==> src/hdl/wtsc_pkg.sv <==
// Types, codes and constants of the wave-table sound channel.
package wtsc_pkg;

    localparam int BANK_SAMPLES = 16;
    localparam int POS_W        = $clog2(BANK_SAMPLES);
    // Two banks of 4-bit samples, two samples per byte.
    localparam int RAM_BYTES    = BANK_SAMPLES;
    localparam int RAM_AW       = $clog2(RAM_BYTES);

    localparam logic [POS_W-1:0] POS_LAST    = POS_W'(BANK_SAMPLES - 1);
    localparam logic [11:0]      PERIOD_BASE = 12'd2048;

    // Action codes.
    localparam logic [2:0] ACT_TICK   = 3'd0;
    localparam logic [2:0] ACT_LENGTH = 3'd1;
    localparam logic [2:0] ACT_REG_WR = 3'd2;
    localparam logic [2:0] ACT_REG_RD = 3'd3;
    localparam logic [2:0] ACT_RAM_WR = 3'd4;
    localparam logic [2:0] ACT_RAM_RD = 3'd5;

    // Register indexes.
    localparam logic [3:0] REG_CTRL    = 4'd0;
    localparam logic [3:0] REG_LENGTH  = 4'd1;
    localparam logic [3:0] REG_VOLUME  = 4'd2;
    localparam logic [3:0] REG_FREQ_LO = 4'd3;
    localparam logic [3:0] REG_FREQ_HI = 4'd4;

    typedef struct packed {
        logic [2:0] action;
        logic [3:0] addr;
        logic [7:0] write_data;
    } t_wtsc_in;

    typedef struct packed {
        logic [7:0] read_data;
        logic [3:0] sample;
        logic       channel_on;
    } t_wtsc_out;

    // Volume code to multiplier; the result is later divided by four.
    function automatic logic [2:0] vol_factor(input logic [2:0] code);
        logic [2:0] f;
        case (code)
            3'd0:    f = 3'd0;
            3'd1:    f = 3'd4;
            3'd2:    f = 3'd2;
            3'd3:    f = 3'd1;
            default: f = 3'd3;
        endcase
        return f;
    endfunction

endpackage

==> src/hdl/wtsc_channel_ifs.sv <==
// Valid/ready stream interfaces for the input and result channels.
interface wtsc_in_if import wtsc_pkg::*; ();
    logic     valid;
    logic     ready;
    t_wtsc_in payload;

    modport source (output valid, output payload, input ready);
    modport sink   (input valid, input payload, output ready);
endinterface

interface wtsc_out_if import wtsc_pkg::*; ();
    logic      valid;
    logic      ready;
    t_wtsc_out payload;

    modport source (output valid, output payload, input ready);
    modport sink   (input valid, input payload, output ready);
endinterface

==> src/hdl/wave_table_sound_channel_unit.sv <==
// Top level of the wave-table sound channel: input register, step logic, result register.
//
//   channel   | direction | beat carries
//   ----------+-----------+--------------------------------------
//   i_item    | in        | action, addr, write_data
//   o_result  | out       | read_data, sample, channel_on
//
// One beat is accepted per cycle unless stalled; it passes the input, then the result register.
// Throughput is set by the single state-update stage between the input and result registers.
// A stalled result holds the result register; an empty input register still takes one more beat.
// Synchronous reset clears all channel state and the wave RAM.
module wave_table_sound_channel_unit import wtsc_pkg::*; (
    input  logic        i_clk,
    input  logic        i_rst_n,
    wtsc_in_if.sink     i_item,
    wtsc_out_if.source  o_result
);

    logic             r_in_valid;
    t_wtsc_in         r_in;
    logic             r_out_valid;
    t_wtsc_out        r_out;

    logic [7:0]       r_wave_ram [RAM_BYTES];
    logic             r_two_bank, n_two_bank;
    logic             r_bank_sel, n_bank_sel;
    logic             r_dac_on, n_dac_on;
    logic [7:0]       r_length_count, n_length_count;
    logic [2:0]       r_volume, n_volume;
    logic [10:0]      r_freq, n_freq;
    logic             r_length_en, n_length_en;
    logic             r_chan_en, n_chan_en;
    logic [3:0]       r_out_level, n_out_level;
    logic [POS_W-1:0] r_sample_pos, n_sample_pos;
    logic             r_play_bank, n_play_bank;
    logic [3:0]       r_held_sample, n_held_sample;
    logic [11:0]      r_period, n_period;

    logic             advance;
    logic             step;
    logic [RAM_AW-1:0] ram_idx;
    logic [7:0]       ram_byte;
    logic [3:0]       fetched;
    logic [11:0]      period_dec;
    logic [6:0]       level_prod;
    logic [7:0]       rd;
    t_wtsc_out        n_out;

    assign advance        = !r_out_valid || o_result.ready;
    assign step           = r_in_valid && advance;
    assign i_item.ready   = !r_in_valid || advance;
    assign o_result.valid = r_out_valid;
    assign o_result.payload = r_out;

    // A tick reads the byte holding the current sample; RAM reads use the bus address.
    assign ram_idx    = (r_in.action == ACT_TICK) ? {r_play_bank, r_sample_pos[POS_W-1:1]}
                                                  : r_in.addr[RAM_AW-1:0];
    assign ram_byte   = r_wave_ram[ram_idx];
    assign fetched    = r_sample_pos[0] ? ram_byte[7:4] : ram_byte[3:0];
    assign period_dec = r_period - 12'd1;
    assign level_prod = {3'b000, n_held_sample} * {4'b0000, vol_factor(r_volume)};

    always_comb begin
        n_two_bank     = r_two_bank;
        n_bank_sel     = r_bank_sel;
        n_dac_on       = r_dac_on;
        n_length_count = r_length_count;
        n_volume       = r_volume;
        n_freq         = r_freq;
        n_length_en    = r_length_en;
        n_chan_en      = r_chan_en;
        n_out_level    = r_out_level;
        n_sample_pos   = r_sample_pos;
        n_play_bank    = r_play_bank;
        n_held_sample  = r_held_sample;
        n_period       = r_period;
        rd             = 8'd0;

        unique case (r_in.action)
            ACT_TICK: begin
                if (r_period != 12'd0) begin
                    n_period = period_dec;
                    if (period_dec == 12'd0) begin
                        n_period      = PERIOD_BASE - {1'b0, r_freq};
                        n_held_sample = fetched;
                        n_sample_pos  = r_sample_pos + POS_W'(1);
                        if (r_sample_pos == POS_LAST) begin
                            n_play_bank = r_play_bank ^ r_two_bank;
                        end
                    end
                end
            end
            ACT_LENGTH: begin
                if (r_chan_en && r_length_en) begin
                    n_length_count = r_length_count + 8'd1;
                    if (r_length_count == 8'hff) begin
                        n_chan_en = 1'b0;
                    end
                end
            end
            ACT_REG_WR: begin
                unique case (r_in.addr)
                    REG_CTRL: begin
                        n_two_bank = r_in.write_data[5];
                        n_bank_sel = r_in.write_data[6];
                        n_dac_on   = r_in.write_data[7];
                        if (!r_in.write_data[7]) begin
                            n_chan_en = 1'b0;
                        end
                    end
                    REG_LENGTH: begin
                        n_length_count = r_in.write_data;
                    end
                    REG_VOLUME: begin
                        n_volume = r_in.write_data[7:5];
                    end
                    REG_FREQ_LO: begin
                        n_freq = {r_freq[10:8], r_in.write_data};
                    end
                    REG_FREQ_HI: begin
                        n_freq      = {r_in.write_data[2:0], r_freq[7:0]};
                        n_length_en = r_in.write_data[6];
                        // Trigger restarts playback with the frequency just written.
                        if (r_in.write_data[7]) begin
                            n_chan_en    = r_dac_on;
                            n_period     = PERIOD_BASE - {1'b0, n_freq};
                            n_sample_pos = '0;
                            n_play_bank  = r_two_bank ? 1'b0 : r_bank_sel;
                        end
                    end
                    default: begin
                    end
                endcase
            end
            ACT_REG_RD: begin
                unique case (r_in.addr)
                    REG_CTRL:    rd = {r_dac_on, r_bank_sel, r_two_bank, 5'd0};
                    REG_VOLUME:  rd = {r_volume, 5'd0};
                    REG_FREQ_HI: rd = {1'b0, r_length_en, 6'd0};
                    default:     rd = 8'd0;
                endcase
            end
            ACT_RAM_RD: begin
                rd = ram_byte;
            end
            default: begin
            end
        endcase

        // The level is refreshed only by ticks.
        if (r_in.action == ACT_TICK) begin
            n_out_level = r_chan_en ? level_prod[5:2] : 4'd0;
        end

        n_out.read_data  = rd;
        n_out.sample     = n_out_level;
        n_out.channel_on = n_chan_en;
    end

    always_ff @(posedge i_clk) begin
        if (!i_rst_n) begin
            r_in_valid  <= 1'b0;
            r_out_valid <= 1'b0;
        end else begin
            if (i_item.ready) begin
                r_in_valid <= i_item.valid;
            end
            if (advance) begin
                r_out_valid <= r_in_valid;
            end
        end
    end

    always_ff @(posedge i_clk) begin
        if (i_item.valid && i_item.ready) begin
            r_in <= i_item.payload;
        end
        if (step) begin
            r_out <= n_out;
        end
    end

    always_ff @(posedge i_clk) begin
        if (!i_rst_n) begin
            for (int i = 0; i < RAM_BYTES; i++) begin
                r_wave_ram[RAM_AW'(i)] <= 8'd0;
            end
        end else if (step && r_in.action == ACT_RAM_WR) begin
            r_wave_ram[r_in.addr[RAM_AW-1:0]] <= r_in.write_data;
        end
    end

    always_ff @(posedge i_clk) begin
        if (!i_rst_n) begin
            r_two_bank     <= 1'b0;
            r_bank_sel     <= 1'b0;
            r_dac_on       <= 1'b0;
            r_length_count <= 8'd0;
            r_volume       <= 3'd0;
            r_freq         <= 11'd0;
            r_length_en    <= 1'b0;
            r_chan_en      <= 1'b0;
            r_out_level    <= 4'd0;
            r_sample_pos   <= '0;
            r_play_bank    <= 1'b0;
            r_held_sample  <= 4'd0;
            r_period       <= 12'd0;
        end else if (step) begin
            r_two_bank     <= n_two_bank;
            r_bank_sel     <= n_bank_sel;
            r_dac_on       <= n_dac_on;
            r_length_count <= n_length_count;
            r_volume       <= n_volume;
            r_freq         <= n_freq;
            r_length_en    <= n_length_en;
            r_chan_en      <= n_chan_en;
            r_out_level    <= n_out_level;
            r_sample_pos   <= n_sample_pos;
            r_play_bank    <= n_play_bank;
            r_held_sample  <= n_held_sample;
            r_period       <= n_period;
        end
    end

endmodule

==> src/flat_wrapper.sv <==
// flat-port wrapper written by rule: the top's interface ports become plain ports
module wave_table_sound_channel_unit_flat import wtsc_pkg::*;
  (i_clk, i_rst_n, i_item_valid, i_item_payload, i_item_ready, o_result_valid, o_result_payload, o_result_ready);
  wtsc_in_if i_item_i ();
  wtsc_out_if o_result_i ();
  input  logic i_clk;
  input  logic i_rst_n;
  input wire logic [$bits(i_item_i.valid)-1:0] i_item_valid;
  input wire logic [$bits(i_item_i.payload)-1:0] i_item_payload;
  output wire logic [$bits(i_item_i.ready)-1:0] i_item_ready;
  output wire logic [$bits(o_result_i.valid)-1:0] o_result_valid;
  output wire logic [$bits(o_result_i.payload)-1:0] o_result_payload;
  input wire logic [$bits(o_result_i.ready)-1:0] o_result_ready;
  assign i_item_i.valid = i_item_valid;
  assign i_item_i.payload = i_item_payload;
  assign i_item_ready = i_item_i.ready;
  assign o_result_valid = o_result_i.valid;
  assign o_result_payload = o_result_i.payload;
  assign o_result_i.ready = o_result_ready;
  wave_table_sound_channel_unit u_core (.i_clk(i_clk), .i_rst_n(i_rst_n), .i_item(i_item_i), .o_result(o_result_i));
endmodule
==> config.mk <==
export PLATFORM = sky130hd
export DESIGN_NAME = wave_table_sound_channel_unit_flat
export DESIGN_NICKNAME = d
export VERILOG_FILES = /design/src/hdl/wtsc_pkg.sv /design/src/hdl/wtsc_channel_ifs.sv /design/src/hdl/wave_table_sound_channel_unit.sv /design/src/flat_wrapper.sv
export SDC_FILE = /design/constraint.sdc
export NUM_CORES = 1
export LEC_CHECK = 0
export BUFFER_PORTS_ARGS = -buffer_cell sky130_fd_sc_hd__buf_4
export CORE_ASPECT_RATIO = 0.6
export CORE_MARGIN = 2
export CORE_UTILIZATION = 39
export DETAILED_ROUTE_END_ITERATION = 6
export PLACE_DENSITY_LB_ADDON = 0.1
export SLEW_MARGIN = 30
export SYNTH_ARGS = -nofsm -noshare
export SYNTH_HDL_FRONTEND = slang
export SYNTH_SLANG_ARGS = --single-unit
==> constraint.sdc <==
create_clock -name i_clk -period 6.51 [get_ports i_clk]
set_input_delay 1.302 -clock i_clk [delete_from_list [all_inputs] [get_ports i_clk]]
set_output_delay 1.302 -clock i_clk [all_outputs]
set_load 0.1 [all_outputs]
==> metrics.log, run 1 <==
INFO  metric cpMaxStageDelayCell = sky130_fd_sc_hd__edfxtp_1
INFO  metric initial_antenna_violation_count = 1
INFO  metric start_util = 40.15%
INFO  metric post_cts_setup_bufs = 0
INFO  metric critical_path_peak_fanout = 14
INFO  metric cts_tree = done
INFO  metric grt_setup_unrepaired = no
INFO  metric cts_max_path_buffers = 3
INFO  metric clock_insertion_delay_worst_skew = 0.53 ns
INFO  metric detailedRoute.firstPassIterationCount = 7
INFO  metric setup_viol_count_final = 0
INFO  metric clock-root-buffer = sky130_fd_sc_hd__clkbuf_16
INFO  metric synthToLayoutAreaGrowth = 12.15%
INFO  metric nNetsFinal = 1145
INFO  metric cts_hold_buf = 0
INFO  metric first_iter_violations = 1052
INFO  metric design.core.area = 27870 sq um
INFO  metric post_synth_main_area_contributors = sky130_fd_sc_hd__edfxtp_1 42%, sky130_fd_sc_hd__dfxtp_1 9.7%, sky130_fd_sc_hd__and2_1 7.2%
INFO  metric remaining_routing_drc_violations = 5
INFO  metric critical_path_class = flop to flop
INFO  metric power.total = 3096 uW
INFO  metric dpl.hpwl = 23910 microns
INFO  metric post-synth-top-area-cell = sky130_fd_sc_hd__edfxtp_1
INFO  metric post_route_cells_drive_above_1_share = 11.86%
INFO  metric n_antenna_cell = 0
INFO  metric static-leakage-power = 0.004743 uW
INFO  metric cpPeakStageDelay = 0.56 ns
INFO  metric grt_use_total = 22.81%
INFO  metric vias_per_cell = 5.703
INFO  metric synth_most_common_cell = sky130_fd_sc_hd__edfxtp_1
INFO  metric worst_hold_path_type = flop to flop
INFO  metric count_of_max_cap_constraint_violations = 0
INFO  metric yosys_most_used_dff = sky130_fd_sc_hd__edfxtp_1
INFO  metric cell_seen_most_often_among_critical_path_stages = sky130_fd_sc_hd__buf_4
INFO  metric number_of_vias_in_the_routed_layout = 8537
INFO  metric htree_levels = 1
INFO  metric synth_area = 11190 sq um
INFO  metric cts_resized = 0
INFO  metric clk_pin_slew_worst_paths = 0.06 ns
INFO  metric yosys_register_bits = 210
INFO  metric maxClockFrequency = 168.2 MHz
INFO  metric irDropWorstVdd = 152.3 uV
INFO  metric chipHeight = 135.2 microns
INFO  metric p_sw_share = 25.79%
INFO  metric cp-end-kind = flop
INFO  metric final_hold_viol_count = 0
INFO  metric number_of_global_route_vias_before_repair = 7798
INFO  metric synth_edf_count = 156
INFO  metric run_status = complete, but fails checks
INFO  metric synth_largest_type_area_fraction = 41.86%
INFO  metric share_clk_of_total_power = 41.2%
INFO  metric finalWeightedCongestion = 0.8930
INFO  metric cts_num_sinks = 210
INFO  metric path_delay_family = compound AO/OA/AOI/OAI gates
INFO  metric post_drt_wl_per_cell = 22.71 microns
INFO  metric ant_nets = 0
INFO  metric die_width = 222.7 microns
INFO  metric placement.cell_area = 11840 sq um
INFO  metric std_cell_rows = 47
INFO  metric syn-instance-count = 1100
INFO  metric number_of_buffers_inserted_during_clock_tree_synthesis = 23
INFO  metric post_synth.cell_area_avg = 10.17 sq um
INFO  metric grt_first_pass_wirelength = 51190 microns
INFO  metric final_layout_setup_total_negative_slack = 0 ns
INFO  metric min_period_over_period = 91.32%
INFO  metric yosysSeqAreaShare = 51.52%
INFO  metric pin_count = 34
INFO  metric route.final.wire_length = 33990 microns
INFO  metric violated_checks = design-rule violations
INFO  metric p_switching = 798.6 uW
INFO  metric fin_crit = 5.945 ns
INFO  metric relSlewSlack = 32.89%
INFO  metric power.combinational.fraction = 10.0%
INFO  metric synth_top_cells_by_count = 156 x sky130_fd_sc_hd__edfxtp_1, 131 x sky130_fd_sc_hd__nand2_1, 128 x sky130_fd_sc_hd__and2_1
INFO  metric yosys_warnings = 0
INFO  metric worst_slew_pin_slew = 1.007 ns
INFO  metric synthDistinctLibCells = 80
INFO  metric seq_power_share = 48.8%
INFO  metric crit_arrival = 6.22 ns
INFO  metric finalClockSkew = 0.01391 ns
INFO  metric cell_chain_of_the_critical_path = buf_4 > o31ai_4 > and2_1 > buf_4 > nand3_1 > a31o_2 > mux4_2 > mux2i_1 > or2_1 > fa_1 > inv_1 > ha_1 > a21o_1 > a21oi_1 > xor2_1 > and3_1 > and4_1 > a31o_1 > a311o_1 > mux2_4
INFO  metric pin_count_of_the_biggest_net_entering_global_routing = 71
INFO  metric grt.overflow.total = 0
INFO  metric intPower = 2298 uW
INFO  metric synth_nets = 1131
INFO  metric count_of_buffers_inserted_at_the_top_level_ports = 33
INFO  metric cp_num_buf_inv = 3
INFO  metric startpoint_type = flop
INFO  metric design_area = 12550 sq um
INFO  metric fp.dieArea = 30110 sq um
INFO  metric hold-worst-slack = 0.4724 ns
INFO  metric timing_max_transition_violations_final = 0
INFO  metric cellPowerDensity = 246.7 nW/um^2
INFO  metric timing.critical_path.required = 6.79 ns
INFO  metric postSynth.asyncResetShare = 0%
==> registers in the layout, indices dropped and copies added, names as in the netlist, 4 cells and up <==
register                 count
u_core.o_result.payload     13
u_core.r_sample_pos          4
u_core.r_wave_ram          128
u_core.r_length_count        8
u_core.r_period             12
u_core.r_held_sample         4
u_core.r_in                 15
u_core.r_out_level           4
u_core.r_freq               11
==> logic make-up (layout without fill, tap and decap cells) <==
logic type      count (synthesis)  count (layout)  synth area share, %
simple gates                  527             527                25.13
flops                         210             210                51.52
compound gates                200             200                12.49
buf+inv                        87             117                3.220
mux                            43              43                4.450
xor+xnor                       21              21                1.644
fa+ha+maj                      12              12                1.543
==> path summary, 6_finish.rpt <==
path | to | cells past startpoint | slack [ns] | from
max | u_core.o_result.payload[4] | 20 | 0.56 | u_core.r_in[14]
min | u_core.r_out_level[0] | 2 | 0.47 | u_core.r_out_level[0]
max reg2reg | u_core.o_result.payload[4] | 20 | 0.56 | u_core.r_in[14]
min reg2reg | u_core.r_out_level[0] | 2 | 0.47 | u_core.r_out_level[0]
==> routing by layer <==
metal / part of all wire, % / up-vias / global-route usage [%]
met5: 0 / - / 0
met4: 1.6 / 0 / 4.101
met3: 10 / 35 / 5.899
met2: 35 / 359 / 27.67
met1: 53 / 4125 / 38.75
li1: - / 4018 / -
==> metrics by stage <==
step | setup WS (ns) | utilization, % | instances
2_1_floorplan | 1.230 | - | 1100
3_3_place_gp | 0.6641 | 42.36 | 1454
3_5_place_dp | 0.6283 | 42.47 | 1456
4_1_cts | 0.6150 | 45.01 | 1497
5_1_grt | 0.3060 | 45.03 | 1497
6_report | 0.5648 | 45.03 | 1497
==> power groups by stage <==
stage	clock (uW)	combinational (uW)	sequential [uW]
2_1_floorplan	0	178	1550
3_3_place_gp	0	300	1540
3_5_place_dp	0	306	1540
4_1_cts	1300	307	1510
5_1_grt	1350	335	1510
6_report	1280	310	1510
==> cells in the final DEF (no fill, tap or decap), types with 12 or more instances in the layout <==
cell type and instances:
sky130_fd_sc_hd__dfxtp_1 54, sky130_fd_sc_hd__o21ai_1 15, sky130_fd_sc_hd__nor2b_1 25, sky130_fd_sc_hd__a21oi_1 25, sky130_fd_sc_hd__a311oi_1 13, sky130_fd_sc_hd__o21ai_0 35, sky130_fd_sc_hd__a21boi_0 20, sky130_fd_sc_hd__nand3_1 56
sky130_fd_sc_hd__and2_1 128, sky130_fd_sc_hd__mux2i_1 31, sky130_fd_sc_hd__edfxtp_1 156, sky130_fd_sc_hd__inv_1 12, sky130_fd_sc_hd__a211oi_1 25, sky130_fd_sc_hd__nor3_1 14, sky130_fd_sc_hd__clkbuf_16 23, sky130_fd_sc_hd__nand2_1 131
sky130_fd_sc_hd__and3_1 31, sky130_fd_sc_hd__buf_4 60, sky130_fd_sc_hd__nor2_1 67
==> worst register-to-register path, cell delays in order, from the launching register on <==
cell	delay, ns
sky130_fd_sc_hd__edfxtp_1	0.56
sky130_fd_sc_hd__buf_4	0.24
sky130_fd_sc_hd__o31ai_4	0.18
sky130_fd_sc_hd__and2_1	0.56
sky130_fd_sc_hd__buf_4	0.33
sky130_fd_sc_hd__nand3_1	0.16
sky130_fd_sc_hd__a31o_2	0.31
sky130_fd_sc_hd__mux4_2	0.49
sky130_fd_sc_hd__mux2i_1	0.24
sky130_fd_sc_hd__or2_1	0.16
sky130_fd_sc_hd__fa_1	0.41
sky130_fd_sc_hd__inv_1	0.11
sky130_fd_sc_hd__ha_1	0.24
sky130_fd_sc_hd__a21o_1	0.15
sky130_fd_sc_hd__a21oi_1	0.24
sky130_fd_sc_hd__xor2_1	0.12
sky130_fd_sc_hd__and3_1	0.18
sky130_fd_sc_hd__and4_1	0.20
sky130_fd_sc_hd__a31o_1	0.21
sky130_fd_sc_hd__a311o_1	0.34
sky130_fd_sc_hd__mux2_4	0.26
==> layout make-up <==
type,count,area (sq um)
Tap cell,367,459.2
Fill cell,2703,15320
Clock buffer,26,586.8
Timing Repair Buffer,63,500.5
Clock inverter,15,121.4
Sequential cell,210,5766
Inverter,13,48.80
Multi-Input combinational cell,803,5069
(Power assumes the default switching activity.)
==> run 2: changes to the inputs <==
--- a/config.mk
+++ b/config.mk
@@ -8,10 +8,10 @@
 export BUFFER_PORTS_ARGS = -buffer_cell sky130_fd_sc_hd__buf_4
 export CORE_ASPECT_RATIO = 0.6
 export CORE_MARGIN = 2
-export CORE_UTILIZATION = 39
+export CORE_UTILIZATION = 46
 export DETAILED_ROUTE_END_ITERATION = 6
 export PLACE_DENSITY_LB_ADDON = 0.1
-export SLEW_MARGIN = 30
+export SLEW_MARGIN = 20
 export SYNTH_ARGS = -nofsm -noshare
 export SYNTH_HDL_FRONTEND = slang
 export SYNTH_SLANG_ARGS = --single-unit
==> metrics.log, run 2 (synthesized netlist as in run 1, its figures left out) <==
INFO  metric startpoint = u_core.r_in[13] (was u_core.r_in[14])
INFO  metric dp_slack = 0.5867 ns (was 0.6283 ns)
INFO  metric layout.cells.most_common_list = 156 x sky130_fd_sc_hd__edfxtp_1, 131 x sky130_fd_sc_hd__nand2_1, 128 x sky130_fd_sc_hd__and2_1 (unchanged)
INFO  metric final_core_utilization = 52.04% (was 45.03%)
INFO  metric placement.cell_area = 11740 sq um (was 11840 sq um)
INFO  metric number_of_global_route_vias_before_repair = 7849 (was 7798)
INFO  metric number_of_buffers_inserted_during_clock_tree_synthesis = 22 (was 23)
INFO  metric run_status = finished clean (was complete, but fails checks)
INFO  metric setup_viol_count_final = 0 (unchanged)
INFO  metric clk_pin_slew_worst_paths = 0.06 ns (about the same)
INFO  metric count_of_max_cap_constraint_violations = 0 (unchanged)
INFO  metric cts_hold_buf = 0 (unchanged)
INFO  metric cts_resized = 0 (unchanged)
INFO  metric fin_crit = 6.021 ns (was 5.945 ns)
INFO  metric vias_per_cell = 5.953 (was 5.703)
INFO  metric pin_count = 34 (unchanged)
INFO  metric grt_first_pass_wirelength = 50060 microns (was 51190 microns)
INFO  metric critical_path_peak_fanout = 15 (was 14)
INFO  metric clock_insertion_delay_worst_skew = 0.53 ns (about the same)
INFO  metric reg2reg_from = u_core.r_in[13] (was u_core.r_in[14])
INFO  metric maxClockFrequency = 166.1 MHz (was 168.2 MHz)
INFO  metric largest_register_ffs = 128 (unchanged)
INFO  metric grt.overflow.total = 0 (unchanged)
INFO  metric irDropWorstVdd = 176.6 uV (was 152.3 uV)
INFO  metric post_drt_wl_per_cell = 22.68 microns (was 22.71 microns)
INFO  metric detailedRoute.firstPassIterationCount = 6 (was 7)
INFO  metric post_route_cells_drive_above_1_share = 11.58% (was 11.86%)
INFO  metric startpoint_type = flop (unchanged)
INFO  metric hold_path_startpoint = u_core.r_out_level[2] (was u_core.r_out_level[0])
INFO  metric cts_max_path_buffers = 3 (unchanged)
INFO  metric number_of_vias_in_the_routed_layout = 8602 (was 8537)
INFO  metric final_cells = 1445 (was 1497)
INFO  metric synthToLayoutAreaGrowth = 11.87% (was 12.15%)
INFO  metric die_width = 205.4 microns (was 222.7 microns)
INFO  metric std_cell_rows = 44 (was 47)
INFO  metric worst_hold_path_type = flop to flop (unchanged)
INFO  metric post_cts_setup_bufs = 0 (unchanged)
INFO  metric nNetsFinal = 1138 (was 1145)
INFO  metric grt_setup_unrepaired = no (unchanged)
INFO  metric fp.dieArea = 25630 sq um (was 30110 sq um)
INFO  metric largest_reg_by_ff_count = u_core.r_wave_ram (unchanged)
INFO  metric cellPowerDensity = 255.6 nW/um^2 (was 246.7 nW/um^2)
INFO  metric mostFrequentLayoutCell = sky130_fd_sc_hd__edfxtp_1 (unchanged)
INFO  metric pin_count_of_the_biggest_net_entering_global_routing = 71 (unchanged)
INFO  metric ant_nets = 0 (unchanged)
INFO  metric timing_max_transition_violations_final = 0 (unchanged)
INFO  metric final_layout_setup_total_negative_slack = 0 ns (unchanged)
INFO  metric first_iter_violations = 1069 (was 1052)
INFO  metric relSlewSlack = 26.05% (was 32.89%)
INFO  metric htree_levels = 1 (unchanged)
INFO  metric route.final.wire_length = 32780 microns (was 33990 microns)
INFO  metric clock-root-buffer = sky130_fd_sc_hd__clkbuf_16 (unchanged)
INFO  metric cts_tree = done (unchanged)
INFO  metric n_antenna_cell = 0 (unchanged)
INFO  metric grt_use_total = 26.17% (was 22.81%)
INFO  metric timing.critical_path.required = 6.78 ns (was 6.79 ns)
INFO  metric design_area = 12520 sq um (was 12550 sq um)
INFO  metric cp-end-kind = flop (unchanged)
INFO  metric crit_arrival = 6.29 ns (was 6.22 ns)
INFO  metric chipHeight = 124.8 microns (was 135.2 microns)
INFO  metric min_period_over_period = 92.49% (was 91.32%)
INFO  metric postLayoutSetupSlackWorst = 0.4891 ns (was 0.5648 ns)
INFO  metric start_util = 46.52% (was 40.15%)
INFO  metric critical_path_class = flop to flop (unchanged)
INFO  metric cts_num_sinks = 210 (unchanged)
INFO  metric final_hold_viol_count = 0 (unchanged)
INFO  metric finalClockSkew = 0.01344 ns (was 0.01391 ns)
INFO  metric count_of_buffers_inserted_at_the_top_level_ports = 33 (unchanged)
INFO  metric dpl.hpwl = 22610 microns (was 23910 microns)
INFO  metric worst_slew_pin_slew = 1.109 ns (was 1.007 ns)
INFO  metric remaining_routing_drc_violations = 0 (was 5)
INFO  metric total_instance_count_after_detailed_placement = 1405 (was 1456)
INFO  metric finalWeightedCongestion = 0.9210 (was 0.8930)
INFO  metric static-leakage-power = 0.004730 uW (was 0.004743 uW)
INFO  metric initial_antenna_violation_count = 1 (unchanged)
INFO  metric design.core.area = 24060 sq um (was 27870 sq um)
[run 2: changes by cell type in the layout (fill, tap and decap cells not counted), sizes merged]
| cell | before | now |
|---|---|---|
| clkinvlp | 0 | 3 |
| clkinv | 13 | 6 |
| buf | 63 | 57 |
| bufinv | 2 | 5 |
[run 2: area by class of cell]
| type | instances | area (sq um) |
|---|---|---|
| Sequential cell | 210 | 5766 |
| Clock buffer | 26 | 565.5 |
| Tap cell | 322 | 402.9 |
| Timing Repair Buffer | 57 | 452.9 |
| Clock inverter | 14 | 215.2 |
| Inverter | 13 | 48.80 |
| Fill cell | 2167 | 11540 |
| Multi-Input combinational cell | 803 | 5069 |
[run 2: worst paths after layout]
check	depth (start not counted)	slack, ns	to
setup / recovery	19	0.49	u_core.o_result.payload[4]
hold / removal	2	0.48	u_core.r_out_level[2]
setup reg to reg	19	0.49	u_core.o_result.payload[4]
hold reg to reg	2	0.48	u_core.r_out_level[2]
[run 2: layer usage]
layer	track usage [%]	routed length (microns)
met1	44.46	16770
met5	0	0
met3	6.332	3310
met2	33.13	12320
met4	3.512	381
[run 2: critical path, cell delays in order (launching register included)]
cell	delay, ns
sky130_fd_sc_hd__edfxtp_1	0.60
sky130_fd_sc_hd__o31ai_4	0.51
sky130_fd_sc_hd__and2_1	0.59
sky130_fd_sc_hd__buf_4	0.32
sky130_fd_sc_hd__nand3_1	0.11
sky130_fd_sc_hd__a31o_1	0.26
sky130_fd_sc_hd__mux4_2	0.51
sky130_fd_sc_hd__mux2i_1	0.22
sky130_fd_sc_hd__or2_1	0.16
sky130_fd_sc_hd__fa_1	0.42
sky130_fd_sc_hd__inv_1	0.12
sky130_fd_sc_hd__ha_1	0.24
sky130_fd_sc_hd__a21o_1	0.16
sky130_fd_sc_hd__a21oi_1	0.25
sky130_fd_sc_hd__xor2_1	0.13
sky130_fd_sc_hd__and3_1	0.18
sky130_fd_sc_hd__and4_1	0.20
sky130_fd_sc_hd__a31o_1	0.21
sky130_fd_sc_hd__a311o_1	0.33
sky130_fd_sc_hd__mux2_4	0.26
[run 2: stage by stage]
stage | hold slack [ns] | total power [uW]
2_1_floorplan | 0.4437 | 1723
3_3_place_gp | 0.4588 | 1833
3_5_place_dp | 0.4662 | 1833
4_1_cts | 0.4770 | 3206
5_1_grt | 0.4917 | 3288
6_report | 0.4762 | 3200
[run 2: report_power, final]
group | internal [uW] | switching (uW) | total, uW
Sequential | 1470 | 42.1 | 1520
Clock | 827 | 560 | 1390
Combinational | 96.6 | 201 | 297
Total | 2400 | 803 | 3200
==> run 3: changes to the inputs <==
==> constraint.sdc (replaced) <==
create_clock -name i_clk -period 5.98 [get_ports i_clk]
set_input_delay 1.196 -clock i_clk [delete_from_list [all_inputs] [get_ports i_clk]]
set_output_delay 1.196 -clock i_clk [all_outputs]
set_load 0.1 [all_outputs]
==> metrics.log, run 3 (synthesized netlist as in run 1, its figures left out) <==
INFO  metric run_status = finished clean (unchanged)
INFO  metric cellPowerDensity = 274.2 nW/um^2 (was 255.6 nW/um^2)
INFO  metric final_layout_setup_total_negative_slack = 0 ns (unchanged)
INFO  metric setup_viol_count_final = 0 (unchanged)
INFO  metric pin_count_of_the_biggest_net_entering_global_routing = 71 (unchanged)
INFO  metric hold_depth = 2 (unchanged)
INFO  metric vias_per_cell = 5.941 (was 5.953)
INFO  metric grt_setup_unrepaired = no (unchanged)
INFO  metric min_period_over_period = 93.94% (was 92.49%)
INFO  metric initial_antenna_violation_count = 0 (was 1)
INFO  metric static-leakage-power = 0.004771 uW (was 0.004730 uW)
INFO  metric cp-end-kind = flop (unchanged)
INFO  metric std_cell_rows = 44 (unchanged)
INFO  metric first_iter_violations = 1045 (was 1069)
INFO  metric final_hold_viol_count = 0 (unchanged)
INFO  metric synthToLayoutAreaGrowth = 12.53% (was 11.87%)
INFO  metric count_of_max_cap_constraint_violations = 0 (unchanged)
INFO  metric postLayoutSetupSlackWorst = 0.3626 ns (was 0.4891 ns)
INFO  metric post_route_cells_drive_above_1_share = 12.39% (was 11.58%)
INFO  metric cpMaxStageDelayCell = sky130_fd_sc_hd__or4b_1 (was sky130_fd_sc_hd__edfxtp_1)
INFO  metric clock-root-buffer = sky130_fd_sc_hd__clkbuf_16 (unchanged)
INFO  metric finalWeightedCongestion = 0.9098 (was 0.9210)
INFO  metric start_util = 46.52% (unchanged)
INFO  metric cts_max_path_buffers = 3 (unchanged)
INFO  metric fin_crit = 5.617 ns (was 6.021 ns)
INFO  metric hold_path_startpoint = u_core.r_out_level[1] (was u_core.r_out_level[2])
INFO  metric largest_reg_by_ff_count = u_core.r_wave_ram (unchanged)
INFO  metric relSlewSlack = 24.22% (was 26.05%)
INFO  metric cell_seen_most_often_among_critical_path_stages = sky130_fd_sc_hd__a31o_1 (unchanged)
INFO  metric critical_path_peak_fanout = 42 (was 15)
INFO  metric die_width = 205.4 microns (unchanged)
INFO  metric pin_count = 34 (unchanged)
INFO  metric worstRegToRegCells = 21 (was 19)
INFO  metric worst_hold_path_type = flop to flop (unchanged)
INFO  metric worst_slew_pin_slew = 1.137 ns (was 1.109 ns)
INFO  metric clk_pin_slew_worst_paths = 0.07 ns (was 0.06 ns)
INFO  metric cpPeakStageDelay = 0.58 ns (was 0.60 ns)
INFO  metric hold-worst-slack = 0.4702 ns (was 0.4762 ns)
INFO  metric number_of_buffers_inserted_during_clock_tree_synthesis = 22 (unchanged)
INFO  metric hold_path_end = u_core.r_out_level[1] (was u_core.r_out_level[2])
INFO  metric grt_use_total = 26.01% (was 26.17%)
INFO  metric path_delay_family = compound AO/OA/AOI/OAI gates (unchanged)
INFO  metric regToRegSetupSlack = 0.36 ns (was 0.49 ns)
INFO  metric crit-reg2reg-capture = u_core.o_result.payload[4] (unchanged)
INFO  metric timing.critical_path.required = 6.26 ns (was 6.78 ns)
INFO  metric largest_register_ffs = 128 (unchanged)
INFO  metric cts_tree = done (unchanged)
INFO  metric number_of_global_route_vias_before_repair = 7757 (was 7849)
INFO  metric number_of_vias_in_the_routed_layout = 8626 (was 8602)
INFO  metric dpl.hpwl = 23010 microns (was 22610 microns)
INFO  metric grt_first_pass_wirelength = 49680 microns (was 50060 microns)
INFO  metric cp_num_buf_inv = 3 (was 2)
INFO  metric htree_levels = 1 (unchanged)
INFO  metric cts_hold_buf = 0 (unchanged)
INFO  metric finalClockSkew = 0.01399 ns (was 0.01344 ns)
INFO  metric dp_slack = 0.2520 ns (was 0.5867 ns)
INFO  metric maxClockFrequency = 178.0 MHz (was 166.1 MHz)
INFO  metric post_drt_wl_per_cell = 22.61 microns (was 22.68 microns)
INFO  metric layout.cells.most_common_list = 156 x sky130_fd_sc_hd__edfxtp_1, 131 x sky130_fd_sc_hd__nand2_1, 128 x sky130_fd_sc_hd__and2_1 (unchanged)
INFO  metric clock_insertion_delay_worst_skew = 0.53 ns (about the same)
INFO  metric timing_max_transition_violations_final = 0 (unchanged)
INFO  metric reg2reg_from = u_core.r_in[13] (unchanged)
INFO  metric remaining_routing_drc_violations = 0 (unchanged)
INFO  metric count_of_buffers_inserted_at_the_top_level_ports = 33 (unchanged)
INFO  metric chipHeight = 124.8 microns (unchanged)
INFO  metric ant_nets = 0 (unchanged)
INFO  metric grt.overflow.total = 0 (unchanged)
INFO  metric design.core.area = 24060 sq um (unchanged)
INFO  metric mostFrequentLayoutCell = sky130_fd_sc_hd__edfxtp_1 (unchanged)
INFO  metric cts_num_sinks = 210 (unchanged)
INFO  metric cell_chain_of_the_critical_path = or4b_1 > buf_4 > nand2_2 > buf_12 > nand2_1 > a311oi_1 > a31o_1 > mux4_2 > mux2i_1 > nand2b_1 > fa_1 > inv_1 > ha_1 > a21o_1 > a21oi_2 > xor2_1 > and3_1 > and4_1 > a31o_1 > a311o_1 > mux2_4 (was o31ai_4 > and2_1 > buf_4 > nand3_1 > a31o_1 > mux4_2 > mux2i_1 > or2_1 > fa_1 > inv_1 > ha_1 > a21o_1 > a21oi_1 > xor2_1 > and3_1 > and4_1 > a31o_1 > a311o_1 > mux2_4)
INFO  metric nNetsFinal = 1146 (was 1138)
INFO  metric critical_path_class = flop to flop (unchanged)
INFO  metric irDropWorstVdd = 217.8 uV (was 176.6 uV)
INFO  metric route.final.wire_length = 32830 microns (was 32780 microns)
INFO  metric crit_arrival = 5.89 ns (was 6.29 ns)
INFO  metric detailedRoute.firstPassIterationCount = 5 (was 6)
INFO  metric fp.dieArea = 25630 sq um (unchanged)
INFO  metric startpoint_type = flop (unchanged)
INFO  metric n_antenna_cell = 0 (unchanged)
==> run 3: final cells by class <==
class                   count  area, sq um
well taps                 322        402.9
flip-flops and latches    210         5766
clock inverters            13        177.7
fillers                  2133        11460
clock buffers              26        586.8
inverters                  13        48.80
repair buffers             65        538.0
multi-input cells         803         5074
==> run 3: routing by layer <==
layer | global-route usage [%] | routed length (microns) | part of all wire, %
met5 | 0 | 0 | 0
met4 | 4.105 | 346 | 1.1
met3 | 5.992 | 3388 | 10
met2 | 31.54 | 12250 | 37
met1 | 45.25 | 16840 | 51
==> run 3: where the power goes <==
part,internal [uW],switching [uW]
clock network,877,595
logic,110,221
registers,1600,45.1
total,2590,861
==> run 3: worst register-to-register path: cells and delay by family, from the launching register on <==
family / cells / cell delay [ns]
DFF: 1 / 0.45
adders and majority gates: 2 / 0.85
xor gates and xnor gates: 1 / 0.11
and+or+nand+nor: 6 / 1.34
buffers and inverters: 3 / 0.50
muxes: 3 / 0.64
AOI/OAI and AO/OA: 6 / 1.48
==> run 3: metrics by stage <==
stage               utilization, %  std cells  power, uW  area, sq um
floorplan                        -       1100       1876        11190
detailed placement           49.07       1411       2002        11810
global placement             49.07       1411       2001        11810
finish                       52.35       1452       3454        12590
CTS                          52.25       1450       3459        12570
global route                 52.35       1452       3556        12590
==> run 3: worst max-delay path by stage <==
stage	cells after the start	endpoint	startpoint
after global routing	21	u_core.o_result.payload[4]	u_core.r_in[13]
after CTS	21	u_core.o_result.payload[4]	u_core.r_in[12]
after global placement	20	u_core.o_result.payload[4]	u_core.r_in[12]
final	21	u_core.o_result.payload[4]	u_core.r_in[13]
after detailed placement	21	u_core.o_result.payload[4]	u_core.r_in[12]
after floorplan	22	u_core.o_result.payload[4]	u_core.r_in[13]
==> run 3: what timing repair did <==
action,in CTS,in global routing
buffers inserted,0,2
setup endpoints to repair,0,1
resized for setup,0,1
